`src/rtl/sdcsd_pkg.sv`:
```
`default_nettype none

package sdcsd_pkg;

    // CSD_STRUCTURE codes
    localparam logic [1:0] CSD_VER_1_0      = 2'd0;
    localparam logic [1:0] CSD_VER_2_0      = 2'd1;
    localparam logic [1:0] CSD_VER_3_0      = 2'd2;
    localparam logic [1:0] CSD_VER_RESERVED = 2'd3;

    // Block size the capacity is counted in, as log2 of bytes
    localparam int unsigned BLOCK_BYTES_LOG2 = 9;

    // The NSAC field is multiplied by 100 to give access_clocks
    localparam logic [14:0] NSAC_SCALE = 15'd100;

    // Decoded view of one CSD image
    typedef struct packed {
        logic [1:0]  structure_version;
        logic        high_capacity;
        logic [38:0] block_count;
        logic [36:0] speed_bps;
        logic [14:0] access_clocks;
        logic [29:0] access_time;
        logic [2:0]  write_speed_factor;
    } sdcsd_info_t;

    // Time value / transfer rate mantissa, scaled by ten
    function automatic logic [6:0] mant_x10(input logic [3:0] code);
        logic [6:0] m;
        case (code)
            4'd0:    m = 7'd0;
            4'd1:    m = 7'd10;
            4'd2:    m = 7'd12;
            4'd3:    m = 7'd13;
            4'd4:    m = 7'd15;
            4'd5:    m = 7'd20;
            4'd6:    m = 7'd25;
            4'd7:    m = 7'd30;
            4'd8:    m = 7'd35;
            4'd9:    m = 7'd40;
            4'd10:   m = 7'd45;
            4'd11:   m = 7'd50;
            4'd12:   m = 7'd55;
            4'd13:   m = 7'd60;
            4'd14:   m = 7'd70;
            4'd15:   m = 7'd80;
            default: m = 7'd0;
        endcase
        return m;
    endfunction

    // Transfer rate unit: 100 kbit/s steps, with the mantissa's x10 folded in
    function automatic logic [36:0] speed_scale(input logic [2:0] unit);
        logic [36:0] s;
        case (unit)
            3'd0:    s = 37'd10000;
            3'd1:    s = 37'd100000;
            3'd2:    s = 37'd1000000;
            3'd3:    s = 37'd10000000;
            3'd4:    s = 37'd100000000;
            3'd5:    s = 37'd1000000000;
            default: s = 37'd0;
        endcase
        return s;
    endfunction

    // Access time unit, in tenths of ns with the mantissa's x10 folded in
    function automatic logic [29:0] taac_scale(input logic [2:0] unit);
        logic [29:0] s;
        case (unit)
            3'd0:    s = 30'd1;
            3'd1:    s = 30'd10;
            3'd2:    s = 30'd100;
            3'd3:    s = 30'd1000;
            3'd4:    s = 30'd10000;
            3'd5:    s = 30'd100000;
            3'd6:    s = 30'd1000000;
            3'd7:    s = 30'd10000000;
            default: s = 30'd0;
        endcase
        return s;
    endfunction

endpackage

`default_nettype wire

```
`src/rtl/sdcsd_if.sv`:
```
`default_nettype none

// Channel carrying one raw CSD image
interface sdcsd_in_if;
    logic        valid;
    logic        ready;
    logic [63:0] csd_upper;
    logic [63:0] csd_lower;

    modport source (output valid, output csd_upper, output csd_lower, input ready);
    modport sink   (input valid, input csd_upper, input csd_lower, output ready);
endinterface

// Channel carrying one decoded CSD word
interface sdcsd_out_if;
    logic        valid;
    logic        ready;
    logic [1:0]  structure_version;
    logic        high_capacity;
    logic [38:0] block_count;
    logic [36:0] speed_bps;
    logic [14:0] access_clocks;
    logic [29:0] access_time;
    logic [2:0]  write_speed_factor;

    modport source (
        output valid, output structure_version, output high_capacity,
        output block_count, output speed_bps, output access_clocks,
        output access_time, output write_speed_factor, input ready
    );
    modport sink (
        input valid, input structure_version, input high_capacity,
        input block_count, input speed_bps, input access_clocks,
        input access_time, input write_speed_factor, output ready
    );
endinterface

`default_nettype wire

```
`src/rtl/sdcsd_decode.sv`:
```
`default_nettype none

module sdcsd_decode
    import sdcsd_pkg::*;
(
    input  wire logic [63:0] csd_upper,
    input  wire logic [63:0] csd_lower,
    output sdcsd_info_t      info
);

    logic [127:0] csd;
    logic [1:0]   ver;
    logic [12:0]  v1_size;
    logic [2:0]   v1_mult;
    logic [3:0]   v1_bl_len;
    logic [4:0]   v1_shift_sum;
    logic [3:0]   v1_shift;
    logic [38:0]  blocks_v1;
    logic [38:0]  blocks_v2;
    logic [38:0]  blocks_v3;

    always_comb
    begin
        csd = {csd_upper, csd_lower};
        ver = csd[127:126];

        // Version 1.0: (C_SIZE+1) * 2^(C_SIZE_MULT+2) * 2^(READ_BL_LEN-9)
        v1_size      = {1'b0, csd[73:62]} + 13'd1;
        v1_mult      = csd[49:47];
        v1_bl_len    = csd[83:80];
        v1_shift_sum = {2'b00, v1_mult} + {1'b0, v1_bl_len} + 5'd2 - 5'(BLOCK_BYTES_LOG2);
        v1_shift     = v1_shift_sum[3:0];
        if (v1_bl_len < 4'(BLOCK_BYTES_LOG2))
        begin
            blocks_v1 = '0;
        end
        else
        begin
            blocks_v1 = 39'(v1_size) << v1_shift;
        end

        // Versions 2.0 and 3.0: (C_SIZE+1) * 1024
        blocks_v2 = {6'd0, ({1'b0, csd[69:48]} + 23'd1), 10'd0};
        blocks_v3 = {({1'b0, csd[75:48]} + 29'd1), 10'd0};

        info.structure_version = ver;
        info.high_capacity     = (ver != CSD_VER_1_0);
        case (ver)
            CSD_VER_1_0: info.block_count = blocks_v1;
            CSD_VER_2_0: info.block_count = blocks_v2;
            CSD_VER_3_0: info.block_count = blocks_v3;
            default:     info.block_count = '0;
        endcase

        // Scale the table mantissas; reserved codes fall out as zero
        info.speed_bps     = 37'(mant_x10(csd[102:99])) * speed_scale(csd[98:96]);
        info.access_time   = 30'(mant_x10(csd[118:115])) * taac_scale(csd[114:112]);
        info.access_clocks = 15'(csd[111:104]) * NSAC_SCALE;

        info.write_speed_factor = csd[28:26];
    end

endmodule

`default_nettype wire

```
`src/rtl/sd_csd_register_decoder.sv`:
```
// Path: an accepted CSD word lands in an input register, and its decoded word
// in a result register that drives rsp. Throughput: one word per cycle while
// rsp is ready; they hold the two stages, and the decode is a single pass.
// Reset: rst_n clears both stage valid flags at once; no word is in flight
// after reset, and payload registers are left as they are.
`default_nettype none

module sd_csd_register_decoder
    import sdcsd_pkg::*;
(
    input  wire logic   clk,
    input  wire logic   rst_n,
    sdcsd_in_if.sink    req,
    sdcsd_out_if.source rsp
);

    logic        in_valid_reg;
    logic        in_valid_next;
    logic [63:0] in_upper_reg;
    logic [63:0] in_lower_reg;
    logic        out_valid_reg;
    logic        out_valid_next;
    sdcsd_info_t out_info_reg;
    sdcsd_info_t decoded;
    logic        in_take;
    logic        advance;

    // Move a word on when the result register is free or being emptied
    assign advance = in_valid_reg && (!out_valid_reg || rsp.ready);
    assign req.ready = !in_valid_reg || advance;
    assign in_take = req.valid && req.ready;

    sdcsd_decode u_decode (
        .csd_upper (in_upper_reg),
        .csd_lower (in_lower_reg),
        .info      (decoded)
    );

    // Next valid flags for both stages
    always_comb
    begin
        if (in_take)
        begin
            in_valid_next = 1'b1;
        end
        else if (advance)
        begin
            in_valid_next = 1'b0;
        end
        else
        begin
            in_valid_next = in_valid_reg;
        end

        if (advance)
        begin
            out_valid_next = 1'b1;
        end
        else if (rsp.ready)
        begin
            out_valid_next = 1'b0;
        end
        else
        begin
            out_valid_next = out_valid_reg;
        end
    end

    // Hold valid flags
    always_ff @(posedge clk or negedge rst_n)
    begin
        if (!rst_n)
        begin
            in_valid_reg  <= 1'b0;
            out_valid_reg <= 1'b0;
        end
        else
        begin
            in_valid_reg  <= in_valid_next;
            out_valid_reg <= out_valid_next;
        end
    end

    // Capture incoming word and decoded result
    always_ff @(posedge clk)
    begin
        if (in_take)
        begin
            in_upper_reg <= req.csd_upper;
            in_lower_reg <= req.csd_lower;
        end
        if (advance)
        begin
            out_info_reg <= decoded;
        end
    end

    assign rsp.valid              = out_valid_reg;
    assign rsp.structure_version  = out_info_reg.structure_version;
    assign rsp.high_capacity      = out_info_reg.high_capacity;
    assign rsp.block_count        = out_info_reg.block_count;
    assign rsp.speed_bps          = out_info_reg.speed_bps;
    assign rsp.access_clocks      = out_info_reg.access_clocks;
    assign rsp.access_time        = out_info_reg.access_time;
    assign rsp.write_speed_factor = out_info_reg.write_speed_factor;

    // An accepted word sits in the input stage on the next cycle
    a_take_lands: assert property (@(posedge clk) disable iff (!rst_n)
        in_take |=> in_valid_reg)
        else $error("accepted word missing from input stage");

    // A word leaving the input stage shows up at the result register
    a_advance_lands: assert property (@(posedge clk) disable iff (!rst_n)
        advance |=> out_valid_reg)
        else $error("advanced word missing from result register");

    // Never refuse a word while both stages are empty
    a_ready_when_empty: assert property (@(posedge clk) disable iff (!rst_n)
        (!in_valid_reg && !out_valid_reg) |-> req.ready)
        else $error("input refused with empty pipeline");

    // Flag tracks the version field
    a_hc_matches: assert property (@(posedge clk) disable iff (!rst_n)
        out_valid_reg |-> (out_info_reg.high_capacity ==
                           (out_info_reg.structure_version != CSD_VER_1_0)))
        else $error("high capacity flag disagrees with version");

    // Reserved version reports no capacity
    a_reserved_zero: assert property (@(posedge clk) disable iff (!rst_n)
        (out_valid_reg && out_info_reg.structure_version == CSD_VER_RESERVED)
            |-> (out_info_reg.block_count == '0))
        else $error("reserved version with nonzero block count");

endmodule

`default_nettype wire

```
`src/flat_wrapper.sv`:
```
// flat-port wrapper written by rule: the top's interface ports become plain ports
module sd_csd_register_decoder_flat import sdcsd_pkg::*;
  (clk, rst_n, req_valid, req_csd_upper, req_csd_lower, req_ready, rsp_valid, rsp_structure_version, rsp_high_capacity, rsp_block_count, rsp_speed_bps, rsp_access_clocks, rsp_access_time, rsp_write_speed_factor, rsp_ready);
  sdcsd_in_if req_i ();
  sdcsd_out_if rsp_i ();
  input  wire logic clk;
  input  wire logic rst_n;
  input wire logic [$bits(req_i.valid)-1:0] req_valid;
  input wire logic [$bits(req_i.csd_upper)-1:0] req_csd_upper;
  input wire logic [$bits(req_i.csd_lower)-1:0] req_csd_lower;
  output wire logic [$bits(req_i.ready)-1:0] req_ready;
  output wire logic [$bits(rsp_i.valid)-1:0] rsp_valid;
  output wire logic [$bits(rsp_i.structure_version)-1:0] rsp_structure_version;
  output wire logic [$bits(rsp_i.high_capacity)-1:0] rsp_high_capacity;
  output wire logic [$bits(rsp_i.block_count)-1:0] rsp_block_count;
  output wire logic [$bits(rsp_i.speed_bps)-1:0] rsp_speed_bps;
  output wire logic [$bits(rsp_i.access_clocks)-1:0] rsp_access_clocks;
  output wire logic [$bits(rsp_i.access_time)-1:0] rsp_access_time;
  output wire logic [$bits(rsp_i.write_speed_factor)-1:0] rsp_write_speed_factor;
  input wire logic [$bits(rsp_i.ready)-1:0] rsp_ready;
  assign req_i.valid = req_valid;
  assign req_i.csd_upper = req_csd_upper;
  assign req_i.csd_lower = req_csd_lower;
  assign req_ready = req_i.ready;
  assign rsp_valid = rsp_i.valid;
  assign rsp_structure_version = rsp_i.structure_version;
  assign rsp_high_capacity = rsp_i.high_capacity;
  assign rsp_block_count = rsp_i.block_count;
  assign rsp_speed_bps = rsp_i.speed_bps;
  assign rsp_access_clocks = rsp_i.access_clocks;
  assign rsp_access_time = rsp_i.access_time;
  assign rsp_write_speed_factor = rsp_i.write_speed_factor;
  assign rsp_i.ready = rsp_ready;
  sd_csd_register_decoder u_core (.clk(clk), .rst_n(rst_n), .req(req_i), .rsp(rsp_i));
endmodule
```
`config.mk`:
```
export PLATFORM = sky130hd
export DESIGN_NAME = sd_csd_register_decoder_flat
export DESIGN_NICKNAME = d
export VERILOG_FILES = /design/src/rtl/sdcsd_pkg.sv /design/src/rtl/sdcsd_if.sv /design/src/rtl/sdcsd_decode.sv /design/src/rtl/sd_csd_register_decoder.sv /design/src/flat_wrapper.sv
export SDC_FILE = /design/constraint.sdc
export NUM_CORES = 1
export LEC_CHECK = 0
export ABC_CLOCK_PERIOD_IN_PS = 7700
export BUFFER_PORTS_ARGS = -buffer_cell sky130_fd_sc_hd__buf_2
export CORE_MARGIN = 4
export CORE_UTILIZATION = 60
export CTS_BUF_LIST = sky130_fd_sc_hd__clkbuf_8
export DETAILED_ROUTE_END_ITERATION = 6
export PLACE_DENSITY = 0.87
export SLEW_MARGIN = 30
export SYNTH_ARGS = -nofsm -noshare
export SYNTH_HDL_FRONTEND = slang
export SYNTH_HIERARCHICAL = 1
export SYNTH_SLANG_ARGS = --single-unit
export TNS_END_PERCENT = 100
```
`constraint.sdc`:
```
create_clock -name clk -period 7.7 [get_ports clk]
set_input_delay 1.54 -clock clk [delete_from_list [all_inputs] [get_ports clk]]
set_output_delay 1.54 -clock clk [all_outputs]
set_load 0.02 [all_outputs]
```
==> Word-level counts from Yosys, hierarchy flattened <==
Memories as Yosys holds them, arrays and structs flattened. A register that Yosys moved wholly into a read port is not among the register bits.
Index checks and enable logic that the tools add are counted.
{ "word_totals": {"reg_bits": 255, "latch_bits": 0, "ramBits": 0, "mem_bits_ro": 392, "in_bits": 132, "output_inout_bits": 129, "n_memories": 3} }
{ "memory_table": {"columns": ["name", "depth", "width", "read_ports", "rd_clocked_by_memory_dff", "wr", "line", "source"], "rows": [
  ["(no name shown)", 8, 21, 1, 1, 0, "sdcsd_pkg.sv:71", "case (unit)"],
  ["(no name shown)", 16, 7, 1, 1, 0, "sdcsd_pkg.sv:31", "case (code)"],
  ["(no name shown)", 16, 7, 1, 1, 0, "sdcsd_pkg.sv:31", null]
]} }
{ "op_classes": {"addsub": 6, "n_mul": 3, "div_mod_pow": 0, "n_lt_le_gt_ge": 1, "n_eq_ne": 7, "n_shift": 1, "n_mux": 10, "bitwise_logic": 0, "reduce_logical": 11} }
{ "ops": {"columns": ["operator", "count"], "rows": [
  ["$pmux 30 s6", 1],
  ["$pmux 39 s3", 1],
  ["$mux 39", 1],
  ["$shl 13x4->39", 1],
  ["$mul 7x37->37", 1],
  ["$mul 7x30->30", 1],
  ["$add 28x1->29 const B", 1],
  ["$add 22x1->23 const B", 1],
  ["$add 12x1->13 const B", 1],
  ["$mul 8x5->13 const B", 1],
  ["$mux 4", 2],
  ["$eq 3x2->1 const B", 2],
  ["$eq 3x3->1 const B", 2],
  ["$reduce_bool 2->1", 3],
  ["$add 3x4->4", 1],
  ["$add 4x2->4 const B", 1],
  ["$lt 4x4->1 const B", 1],
  ["$mux 1", 4],
  ["$sub 4x4->4 const B", 1],
  ["$eq 3x1->1 const B", 1],
  ["$logic_not 3->1", 1],
  ["$mux 3", 1],
  ["$eq 2x1->1 const B", 1],
  ["$eq 2x2->1 const B", 1],
  ["other kinds (4)", 7]
]} }

==> Depth between registers and ports, before layout <==
Gate-level depths: netlist (run 1).
{ "logic_depth": {"depth_word": 6, "depth_mapped": 26, "depth_no_buf": 25} }

==> Hierarchy <==
Netlist (run 1), hierarchy kept.
{ "modules_own_cells": {"columns": ["mod", "instances", "cells_per_inst", "area_per_inst_um2", "seq_area_each_um2"], "rows": [
  ["sdcsd_decode", 1, 1600, 12763.5, 0.0],
  ["sd_csd_register_decoder", 1, 263, 7761.2, 7707.4]
]} }

==> Worst setup path before layout (run 1) <==
No wires, ideal clock.
{ "synth_path": {"kind": "register -> register", "from": "register, netlist name u_core/in_upper_reg[36]", "to": "register u_core.out_info_reg (netlist bit u_core/rsp.speed_bps[33]) (data pin)", "setup_time_ns": 0.266, "arrival_ns": 5.759, "path_slack_ns": 1.675, "stages_incl_launch_ff": 21, "cell_sequence": "edfxtp_1 > inv_1 > ha_1 > inv_1 > mux4_2 > or2_2 > fa_1 > inv_1 > fa_1 > fa_1 > fa_1 > ha_1 > a21o_1 > a21o_1 > a21o_1 > o311a_1 > o211ai_2 > o21ai_2 > a2111oi_0 > nor3_1 > xor2_1"} }
{ "synth_lines": {"columns": ["element", "line", "source"], "rows": [
  ["end signal, assigned", "sd_csd_register_decoder.sv:94", "out_info_reg <= decoded;"],
  ["end, declared", "sd_csd_register_decoder.sv:23", "sdcsd_info_t out_info_reg;"]
]} }

==> summary.md, run 1 <==
In the layout the commonest cells are sky130_fd_sc_hd__inv_1 (267), sky130_fd_sc_hd__fa_1 (213), sky130_fd_sc_hd__buf_2 (192), sky130_fd_sc_hd__edfxtp_1 (187), sky130_fd_sc_hd__nor2_1 (168). The core footprint came out at 30000 um2. The wire length of the first global-routing pass was 72.4 mm.

Of the available clock period, the critical path in the final layout requires 90.6%. The post-route worst hold slack is 0.442 ns, and the average wire length per cell after detail routing is 18.8 um. The type of the worst setup path was flop to flop.

TritonCTS built the clock tree. The total of buffers placed on input and output ports works out to 192. The run gives 35.8 mm as the placed wire-length estimate. The total congestion overflow is 0.

The final route contains 13700 vias. The number of core rows is 63, and the minimum clock period after layout is 6.97 ns. For this run, design rule violations remaining after detail routing come to 0.

In this run the post-CTS setup repair buffer count came out at 0. The standby leakage power was 9.93 nW. Across the routed clock network, the largest skew measured is 0.0262 ns. The total of fill cells in the finished design came out at 2270.

In this run the power density over the cells is 202 nW/um2. The via count of the first global-routing pass was 14000; the final max-slew violation count was 0. Busiest layer in global routing: met2. In the final layout, the share of cells above drive strength 1 is 14.1%. The first-pass iteration count of the detailed router was 6; the remaining antenna violation count was 0. Across the VDD grid, the largest voltage drop is 0.000101 V. The number of ports placed on the die boundary is 261.

The first routing iteration left 1480 violations. The run finished with clean final reports. The tools report the initial antenna violation count as 5.

The CTS sink count is 189. Global routing used 35.2% of the available met1 tracks. Setup violations remaining at the end of the flow were counted as 0. The clock reaches the later pin of the worst-skew pair after 0.49 ns. The run gives 0 as the total count of hold-check failures in the final report.

The maximum clock insertion buffer count was 2. The tools report the weighted congestion at the end of routability-driven global placement as 0.970. The logs give 18500 um2 for the synthesized cell area and 2463 for the number of nets at the end of the flow. The register with the most flip-flops in the layout has 40 of them. In this run the worst hold path is classified as flop to flop. The maximum number of pins on one net before global-route repair is 69. The die footprint is 33700 um2, and the number of instances resized during post-cts repair is 0. For the maximum clock rate, the log shows 143 MHz. The tools report the signal arrival time at the worst endpoint as 7.20 ns. The number of max-cap violations was 0. The H-tree depth was 4. The most frequent standard cell in the layout excluding fill and tap cells is sky130_fd_sc_hd__inv_1.

STA puts the critical path data required time at 7.93 ns. The overall die height came out at 184 um. Measured against its own limit, the worst slew margin works out to 36.8%. Synthesized area divided by synthesized cell count: 10.3 um2.

The synthesized netlist cell count is 1795, and the average via count per standard cell is 5.79. The area added between synthesis and finish came out at 9.05%. Setup repair after global routing left no endpoint under its margin.

The die span in x works out to 184 um. The root buffer cell is sky130_fd_sc_hd__clkbuf_8. Clock-pin slew was measured on the worst setup and hold paths at 0.12 ns.

Endpoint kind of the worst setup timing path: a flop. For this run, the number of Yosys warnings is 6. In the global route stage, met3 resource usage came out at 4.14%. The tools report the startpoint kind of the worst setup timing path as a flop.

For the final routed database, the setup TNS stands at 0 ns. The routed wire length was 44.4 mm. The run gives 61.5% as the effective utilization at floorplan. Global routing used 46.0% of the available met2 tracks.

The number of buffers added to fix hold violations after cts was 0; the overall global routing resource usage was 26.8%. Of all nets on the critical path, the largest fanout is 20. The total clock buffers created by CTS is 17. Worst-margin pin slew: 0.949 ns.
-- layer usage --
metal | wire length, um | vias to the layer above
met3 | 3120 | 106
met1 | 17700 | 6702
met5 | 0 | -
met4 | 1400 | 0
met2 | 22200 | 602
li1 | - | 6287
-- report_power, final --
group	leakage [nW]	switching [W]	internal [W]
clock network	0.193	0.000410	0.000240
registers	1.84	0.0000649	0.00136
logic	7.90	0.00124	0.000761
-- worst max-delay path, stage by stage (launching register included) --
cell	delay (ns)
sky130_fd_sc_hd__edfxtp_1	0.69
sky130_fd_sc_hd__nand2b_1	0.68
sky130_fd_sc_hd__or2_2	0.52
sky130_fd_sc_hd__nor2_1	0.27
sky130_fd_sc_hd__fa_1	0.49
sky130_fd_sc_hd__fa_1	0.48
sky130_fd_sc_hd__fa_1	0.55
sky130_fd_sc_hd__inv_1	0.06
sky130_fd_sc_hd__fa_1	0.56
sky130_fd_sc_hd__inv_1	0.06
sky130_fd_sc_hd__ha_1	0.35
sky130_fd_sc_hd__and3_1	0.25
sky130_fd_sc_hd__o211a_1	0.12
sky130_fd_sc_hd__a21oi_1	0.26
sky130_fd_sc_hd__a21oi_1	0.19
sky130_fd_sc_hd__o21ai_1	0.37
sky130_fd_sc_hd__a41oi_1	0.26
sky130_fd_sc_hd__o211ai_1	0.25
sky130_fd_sc_hd__a21oi_1	0.12
sky130_fd_sc_hd__xnor2_1	0.18
-- through the flow --
| stage | instance area, um2 | instances | setup slack, ns | total power, W | utilization [%] |
|---|---|---|---|---|---|
| after detailed placement | 19800 | 2329 | 0.839 | 0.00343 | 65.8 |
| after floorplan | 18500 | 1800 | 1.68 | 0.00291 | - |
| final | 20200 | 2366 | 0.726 | 0.00408 | 67.1 |
| after global placement | 19800 | 2329 | 1.06 | 0.00336 | 65.8 |
| after global routing | 20200 | 2366 | 0.352 | 0.00438 | 67.1 |
| after CTS | 20100 | 2361 | 0.781 | 0.00408 | 67.1 |
-- cell type report --
class | instances | area [um2] | share of cell area (%)
antenna | 5 | 12.5 | 0.0621
clock buffer | 17 | 234 | 1.16
clock inverter | 15 | 148 | 0.733
inverter | 267 | 1000 | 4.97
multi-input combinational | 1273 | 11500 | 57.1
sequential | 189 | 5670 | 28.1
tap | 390 | 488 | 2.42
timing repair buffer | 210 | 1100 | 5.44
-- path summary, 6_finish.rpt --
path	slack [ns]	end	depth (start not counted)	startpoint
setup / recovery	0.73	u_core/rsp.speed_bps[36]$_DFFE_PP_	19	u_core/in_upper_reg[34]$_DFFE_PP_
hold / removal	0.44	u_core/rsp.write_speed_factor[2]$_DFFE_PP_	0	u_core/in_lower_reg[28]$_DFFE_PP_
setup reg to reg	0.73	u_core/rsp.speed_bps[36]$_DFFE_PP_	19	u_core/in_upper_reg[34]$_DFFE_PP_
hold reg to reg	0.44	u_core/rsp.write_speed_factor[2]$_DFFE_PP_	0	u_core/in_lower_reg[28]$_DFFE_PP_
max in group asynchronous	6.78	u_core/rsp.valid$_DFFE_PN0P_	1	rst_n
min in group asynchronous	0.82	u_core/in_valid_reg$_DFFE_PN0P_	1	rst_n
No activity file was read; power rests on OpenSTA's default activity.
==> inputs of run 2 (changes only) <==
--- a/config.mk
+++ b/config.mk
@@ -11,6 +11,7 @@
 export CORE_UTILIZATION = 60
 export CTS_BUF_LIST = sky130_fd_sc_hd__clkbuf_8
 export DETAILED_ROUTE_END_ITERATION = 6
+export MAX_ROUTING_LAYER = met4
 export PLACE_DENSITY = 0.87
 export SLEW_MARGIN = 30
 export SYNTH_ARGS = -nofsm -noshare
==> summary.md, run 2 (synthesized netlist as in run 1, its figures left out) <==
The post-route DRC violation count was 0; the number of max-cap violations was 0. The total clock buffers created by CTS was 17. Dividing the detail-routed wire length by the instance count gives 18.9 um. At the worst endpoint, the required time is 7.95 ns. The clock reaches the later pin of the worst-skew pair after 0.51 ns. In this run the core area contains 63 standard-cell rows. The type of the worst setup path was flop to flop. The total number of vias was 13700; the total congestion overflow was 0.

The most frequent standard cell in the layout excluding fill and tap cells was sky130_fd_sc_hd__inv_1. The tools report the endpoint kind of the worst setup timing path as a flop. The top cell types in the final layout, fill and taps aside, are sky130_fd_sc_hd__inv_1 (267), sky130_fd_sc_hd__fa_1 (213), sky130_fd_sc_hd__buf_2 (192), sky130_fd_sc_hd__edfxtp_1 (187), sky130_fd_sc_hd__nor2_1 (168). The placed instances occupy a cell area of 19700 um2.

For the worst slew slack as a fraction of its limit, the log shows 31.9%. For this run, the total global-route usage over all layers was measured as 27.8%. The register with the most flip-flops in the layout has 40 of them.

In this run the static leakage power is 9.92 nW. Entering global routing, the biggest net connects 73 pins. Derived from the worst setup path, the maximum achievable clock frequency is 143 MHz. In this design, the critical path's most frequently occurring cell is sky130_fd_sc_hd__inv_1. The tools report the number of placed cells counting well taps as 2325. Clock tree synthesis selected as its root buffer the cell sky130_fd_sc_hd__clkbuf_8. Internal power comes to 0.00237 W. For the wire length of the first global-routing pass, the log shows 72.1 mm. Post-CTS timing repair inserted 0 buffers for setup.

The worst setup path is launched from a flop. Relative to the synthesized area, the layout overhead comes to 8.96%. Net switching is 42.0% of the power.

The logs give 0 ns for the final setup TNS and 2 for the maximum clock insertion buffer count. In this run the power spent charging and discharging nets is 0.00171 W. Data arrives at the worst endpoint at 7.25 ns.

The tools report the initial antenna violation count as 4. Power spread over the standard cell area amounts to 203 nW/um2. The number of instances resized during post-cts repair was 0; the die span in x was 184 um.

The clock skew after layout is 0.0185 ns, and the final non-filler cell area is 20100 um2. The H-tree depth is 4, and the clock slew at the register clock pins of the worst setup and hold paths is 0.11 ns. The power share of the clock group came out at 16.0%. Via count of the first global-routing pass: 13900. The region available for standard cell placement spans 30000 um2. The placed wire-length estimate came out at 35.9 mm. For this run, the post-layout net count is 2460. The initial utilization of the core area, before any placement, comes to 61.5%.

Setup violations remaining at the end of the flow were counted as 0. For the pin with the worst max-slew slack, the measured transition is 1.01 ns. The finished layout holds 2362 standard cells, fillers aside.

Dividing the final minimum period by the clock period gives 90.9%. The final max-slew violation count was 0. The tools report the number of ports placed on the die boundary as 261. The flow ran to the end, and the final reports show no timing, DRC or antenna violations. The total of buffers placed on input and output ports is 192, and the die footprint is 33700 um2. The tools report the remaining antenna violation count as 0. The signal on the critical path passes through inv_1 > ha_1 > inv_1 > o221ai_1 > buf_4 > nor3_1 > inv_1 > fa_1 > inv_1 > fa_1 > fa_1 > inv_1 > fa_1 > inv_1 > ha_1 > and3_1 > nand3_1 > nor3_1 > o311a_1 > o211ai_2 > o21ai_2 > a2111oi_0 > nor3_1 > xor2_1. The slowest stage of the critical path is the sky130_fd_sc_hd__fa_1 cell.

The delay of the slowest critical-path stage is 0.63 ns. The routed wire length was 44.7 mm; the overall die height was 184 um. In this run, the number of DRC markers left after iteration 0 of detailed routing was 1392. The type of the most critical hold path is flop to flop.

The minimum clock period after layout came out at 7.00 ns. TritonCTS built the clock tree. The post-route netlist has 14.0% of its cells at a drive strength greater than 1. The weighted congestion at the end of routability-driven global placement came out at 0.961. Registers are responsible for 35.2% of the overall power. The first-pass iteration count of the detailed router was 5. Using the TritonRoute via totals, the vias-per-cell ratio works out to 5.79. The logs give 189 for the CTS sink count and 0.000124 V for the worst voltage drop across the vdd grid. The largest fanout on the critical path was 16; the total count of hold-check failures in the final report was 0. Setup repair after global routing left no endpoint under its margin. For this design, the CTS-stage hold fixing added 0 buffers.

The combinational power share was 48.8%.
==> run 2: changes by cell type in the layout (fill, tap and decap cells not counted) <==
cell | before | now
sky130_fd_sc_hd__diode_2 | 5 | 4
sky130_fd_sc_hd__clkinv_1 | 1 | 0
sky130_fd_sc_hd__buf_8 | 0 | 1
sky130_fd_sc_hd__inv_6 | 4 | 3
sky130_fd_sc_hd__clkinvlp_4 | 1 | 2
sky130_fd_sc_hd__clkinv_8 | 3 | 2
sky130_fd_sc_hd__buf_4 | 18 | 14
sky130_fd_sc_hd__inv_8 | 3 | 5
==> run 2: critical path: cells and delay by family (launching register included) <==
| family | cells | cell delay [ns] |
|---|---|---|
| AO/OA/AOI/OAI | 5 | 1.43 |
| AND/OR/NAND/NOR | 5 | 1.03 |
| XOR/XNOR | 1 | 0.17 |
| buffers and inverters | 7 | 0.84 |
| adder cells (fa/ha/maj) | 6 | 2.77 |
| flip-flops | 1 | 0.49 |
==> run 2: path summary, 6_finish.rpt <==
kind	startpoint	end	slack (ns)	depth (start not counted)
hold / removal	u_core/in_lower_reg[28]$_DFFE_PP_	u_core/rsp.write_speed_factor[2]$_DFFE_PP_	0.43	0
max in group asynchronous	rst_n	u_core/in_valid_reg$_DFFE_PN0P_	6.79	1
setup reg to reg	u_core/in_upper_reg[35]$_DFFE_PP_	u_core/rsp.speed_bps[33]$_DFFE_PP_	0.70	24
min in group asynchronous	rst_n	u_core/rsp.valid$_DFFE_PN0P_	0.80	1
hold reg to reg	u_core/in_lower_reg[28]$_DFFE_PP_	u_core/rsp.write_speed_factor[2]$_DFFE_PP_	0.43	0
setup / recovery	u_core/in_upper_reg[35]$_DFFE_PP_	u_core/rsp.speed_bps[33]$_DFFE_PP_	0.70	24
==> run 2: final cells by class <==
| class | instances | area, um2 |
|---|---|---|
| fillers | 2233 | 9890 |
| diodes | 4 | 10.0 |
| clock buffers | 17 | 234 |
| well taps | 390 | 488 |
| repair buffers | 207 | 1080 |
| multi-input cells | 1273 | 11500 |
| clock inverters | 15 | 149 |
| inverters | 267 | 1000 |
| flip-flops and latches | 189 | 5670 |
==> run 2: power by group through the flow <==
stage,Combinational (W),Clock [W],Sequential [W]
final,0.00199,0.000653,0.00143
after global routing,0.00222,0.000715,0.00145
after CTS,0.00198,0.000668,0.00144
after detailed placement,0.00197,0,0.00146
after global placement,0.00191,0,0.00146
after floorplan,0.00130,0,0.00161
==> run 2: stage by stage <==
| step | utilization (%) | power, W | worst slack (ns) | hold WS, ns |
|---|---|---|---|---|
| floorplan | - | 0.00291 | 1.68 | 0.490 |
| global route | 67.1 | 0.00438 | 0.445 | 0.450 |
| detailed placement | 65.7 | 0.00343 | 0.863 | 0.406 |
| global placement | 65.7 | 0.00336 | 1.03 | 0.402 |
| CTS | 67.0 | 0.00409 | 0.809 | 0.433 |
| finish | 67.1 | 0.00408 | 0.703 | 0.434 |
==> run 2: layer usage <==
layer  track usage [%]  vias up  wire [um]
met5                 -        -          0
met4              9.06        0       1310
met3              4.71       97       3210
met2              46.3      587      22400
met1              34.9     6692      17800
li1                  -     6295          -
